## src/rtl/core/nnis_div.sv

```systemverilog
// ---------------------------------------------------------------------------
// nnis_div
// Pipelined restoring divider, one quotient bit per stage. The caller
// guarantees num < den << QUO_W and holds den stable while items are in
// flight. One new dividend every cycle.
// ---------------------------------------------------------------------------
module nnis_div #(
    parameter int NUM_W = 21,
    parameter int DEN_W = 13,
    parameter int QUO_W = 8
) (
    input  logic             clk,
    input  logic [NUM_W-1:0] num,
    input  logic [DEN_W-1:0] den,
    output logic [QUO_W-1:0] quo
);

    localparam int CW = (NUM_W > DEN_W + QUO_W) ? NUM_W : DEN_W + QUO_W;

    logic [CW-1:0]    rem_reg [QUO_W];
    logic [QUO_W-1:0] quo_reg [QUO_W];

    for (genvar k = 0; k < QUO_W; k++)
    begin : g_stage
        logic [CW-1:0]    rem_in;
        logic [QUO_W-1:0] quo_in;
        logic [CW-1:0]    den_sh;
        logic             take;
        logic [CW-1:0]    rem_next;
        logic [QUO_W-1:0] quo_next;

        if (k == 0)
        begin : g_first
            assign rem_in = CW'(num);
            assign quo_in = '0;
        end
        else
        begin : g_rest
            assign rem_in = rem_reg[k-1];
            assign quo_in = quo_reg[k-1];
        end

        // Trial subtract of the shifted divisor
        assign den_sh   = CW'(den) << (QUO_W - 1 - k);
        assign take     = (rem_in >= den_sh);
        assign rem_next = take ? (rem_in - den_sh) : rem_in;
        assign quo_next = (quo_in << 1) | QUO_W'(take);

        always_ff @(posedge clk)
        begin
            rem_reg[k] <= rem_next;
            quo_reg[k] <= quo_next;
        end
    end

    assign quo = quo_reg[QUO_W-1];

endmodule

```

## config.mk

```make
export PLATFORM = sky130hd
export DESIGN_NAME = nnis_div
export DESIGN_NICKNAME = d
export VERILOG_FILES = /design/src/rtl/core/nnis_div.sv
export SDC_FILE = /design/constraint.sdc
export NUM_CORES = 1
export LEC_CHECK = 0
export BUFFER_PORTS_ARGS = -buffer_cell sky130_fd_sc_hd__buf_2
export CAP_MARGIN = 20
export CORE_AREA = 2 2 152 154
export CTS_CLUSTER_SIZE = 12
export DETAILED_ROUTE_END_ITERATION = 10
export DIE_AREA = 0 0 154 156
export GPL_ROUTABILITY_DRIVEN = 1
export GPL_TIMING_DRIVEN = 1
export SYNTH_ARGS = -nofsm -noshare
export SYNTH_HDL_FRONTEND = slang
export SYNTH_SLANG_ARGS = --single-unit
```

## constraint.sdc

```tcl
create_clock -name clk -period 3.95 [get_ports clk]
set_input_delay 0.5925 -clock clk [delete_from_list [all_inputs] [get_ports clk]]
set_output_delay 0.5925 -clock clk [all_outputs]
set_load 0.005 [all_outputs]
```

==> impl_metrics.tcl <==
set metrics [dict create \
    run_status "complete, no violations" \
    die_area_um2 24000 \
    worstHoldPathType "primary input to register" \
    max_cap_violations 0 \
    buffer_ports.inserted 42 \
    area_growth_syn_to_layout_pct 11.1 \
    clock_skew_ns 0.0136 \
    clock_tree.buffer_depth 2 \
    antenna_cells 0 \
    crit_path_dat_ns 3.41 \
    yosys.area.top_type "sky130_fd_sc_hd__dfxtp_1" \
    maxSlewViolCount 0 \
    synth.distinct_cells 76 \
    vias 7708 \
    syn_inst 1078 \
    tightest_pin_transition_ns 0.844 \
    core_region_area_um2 22400 \
    synthSimpleGateAreaFrac 0.140 \
    placedCellCount 1390 \
    detailed_routing_iterations_pass_1 5 \
    post-synth-top-area-fraction 0.368 \
    final_hold_viol_count 0 \
    worst_skew_pair.late_latency_ns 0.44 \
    antenna_violations_before_repair 0 \
    postSynthAreaPerCell_um2 9.23 \
    die-width_um 154 \
    power.density_cell_area_nw_per_um2 815 \
    clkTransAtPathRegs_ns 0.07 \
    synth.yosys.seq_area_share 0.368 \
    wirelength_um 22500 \
    min_clock_period_post_route_ns 3.09 \
    floorplan.initialDensity 0.445 \
    clock_tree.htree_level_count 4 \
    power.leakage_nw 4.85 \
    cts_inserted_buffers 17 \
    detail_route.wl_per_cell_um 15.8 \
    gpl.final_weighted_congestion 0.871 \
    die_height_um 156 \
    timing.final.crit_share 0.783 \
    clock_sinks 183 \
    io_pins 43 \
    pre_cts_slack_ns 0.428 \
    vdd.ir_drop.worst_mv 0.322 \
    worst_hold_slack_ns 0.278 \
    largest_reg_flops 147 \
    syn_nets 1224 \
    setup_total_negative_slack_ns 0 \
    clock-root-buffer "sky130_fd_sc_hd__clkbuf_16" \
    synthTopCellsByArea "sky130_fd_sc_hd__dfxtp_1 (37%), sky130_fd_sc_hd__ha_1 (13%), sky130_fd_sc_hd__a21oi_1 (6.3%)" \
    crit_path_max_fanout 22 \
    postCtsHoldBufs 0 \
    postSynthRegisterBits 183 \
    timing.slew.headroom 0.437 \
    endpoint_kind "register" \
    drive_gt1_frac 0.123 \
    crit_type "primary input to register" \
    groute.usage.overall 0.193 \
    dp_hpwl_um 17700 \
    grt_start_max_net_pins 25 \
    rsz_0062_raised_after_global_routing "false" \
    final.setup.worst_slack_ns 0.857 \
    multiplexer_share_of_the_synthesized_area 0.0431 \
    rows 55 \
    wire_length_of_the_first_global_routing_pass_um 36900 \
    synth-xor-area-share 0.0739 \
    max_freq_mhz 323 \
    synth_compound_area_frac 0.195 \
    synth.cell_area_um2 9950 \
    synth_enable_flop_cells 0 \
    synth_top_family_by_area "compound AO/OA/AOI/OAI gates" \
    detail_route.iter0.violations 375 \
    synth-adder-area-share 0.145 \
    viasPerCell 5.42 \
    synth-warning-count 0 \
    ant_nets 0 \
    synthFlopType "sky130_fd_sc_hd__dfxtp_1" \
    drt_drc_violations_left 0 \
    synth-async-reset-ratio 0 \
    grt_overflow_total 0 \
    vias_in_the_first_global_route 7606 \
    fin_cells 1422 \
    worst_ep_required_time_ns 4.27 \
    cts_tree "done" \
    cts_setup_buffers 0 \
    cts-resized-gates 0 \
    total_of_endpoints_with_negative_setup_slack_in_the_final_report 0 \
    nets 1270 \
    crit_path_start_kind "primary input" \
]
where the power goes:
group	switching, mW	leakage, nW	internal [mW]
combinational	2.28	3.01	1.98
clock	0.823	0.298	0.917
sequential	0.440	1.54	2.57
total	3.54	4.85	5.47
Yosys cell counts (18+ instances only):
library cell              count
sky130_fd_sc_hd__xnor2_1     47
sky130_fd_sc_hd__nand3_1     18
sky130_fd_sc_hd__inv_1       51
sky130_fd_sc_hd__nor2_1     108
sky130_fd_sc_hd__a21o_1      33
sky130_fd_sc_hd__dfxtp_1    183
sky130_fd_sc_hd__nand2_1     59
sky130_fd_sc_hd__o21a_1      19
sky130_fd_sc_hd__ha_1       104
sky130_fd_sc_hd__o21ai_0     49
sky130_fd_sc_hd__mux2_2      31
sky130_fd_sc_hd__a21oi_1    126
sky130_fd_sc_hd__xor2_1      37
final cells by class:
type,instances,area (um^2)
multi-input cells,817,5940
clock inverters,14,176
well taps,285,357
fillers,2103,11300
repair buffers,53,293
clock buffers,18,429
inverters,52,195
flip-flops and latches,183,3660
kinds of logic (layout without fill, tap and decap cells):
group | count (synthesis) | count (layout)
adders and majority gates | 111 | 111
buffers and inverters | 78 | 137
DFF | 183 | 183
AOI/OAI and AO/OA | 305 | 305
xor gates and xnor gates | 84 | 84
and+or+nand+nor | 280 | 280
muxes | 37 | 37
critical path: stages:
cell and delay, ns:
sky130_fd_sc_hd__buf_2 0.09, sky130_fd_sc_hd__inv_1 0.43, sky130_fd_sc_hd__ha_1 0.39, sky130_fd_sc_hd__a21oi_2 0.20, sky130_fd_sc_hd__or2b_1 0.27, sky130_fd_sc_hd__o2111ai_2 0.19, sky130_fd_sc_hd__a31oi_1 0.10, sky130_fd_sc_hd__or3_1 0.71
sky130_fd_sc_hd__mux2_4 0.42
path summary, 6_finish.rpt:
kind	startpoint	endpoint	slack (ns)	cells after the start
worst max-delay path	den[6]	rem_reg[0][13]$_DFF_P_	0.86	9
worst min-delay path	num[5]	rem_reg[0][5]$_DFF_P_	0.28	1
worst max register to register	rem_reg[1][5]$_DFF_P_	rem_reg[2][8]$_DFF_P_	0.96	8
worst min register to register	quo_reg[1][18]$_DFF_P_	quo_reg[1][27]$_DFF_P_	0.33	0
metrics by stage:
stage          cell area [um^2]  utilization  power [mW]
2_1_floorplan              9950            -        6.34
3_3_place_gp              10400        0.467        7.23
3_5_place_dp              10400        0.467        7.26
4_1_cts                   11100        0.494        9.04
5_1_grt                   11100        0.494        9.75
6_report                  11100        0.494        9.01
layer usage:
layer | global-route usage | vias up | share of wire
met2 | 0.369 | 88 | 0.52
met4 | 0.0579 | 0 | 0.016
met5 | 0 | - | 0
met3 | 0.0333 | 27 | 0.024
li1 | - | 3971 | -
met1 | 0.218 | 3622 | 0.44
placed cells by master (no fill, tap or decap), drive strengths merged, types with 4 or more instances in the layout:
master and n:
nor3 16, nand4b 4, ha 104, nor4b 7, xor2 37, a21o 33, xnor2 47, a31oi 8
o31a 4, o21ai 50, nand4 10, clkinv 4, nand2b 8, or3 4, nand2 59, inv 61
mux2 35, o21bai 11, o2111ai 5, a2111oi 4, o21a 19, nor4 8, and3 5, a21oi 127
nor2 108, nand3 18, a211oi 7, dfxtp 183, o31ai 8, nor2b 11, o22ai 4, o211ai 9
clkbuf 18, buf 53, fa 7
Power figures use the tool's default switching activity.
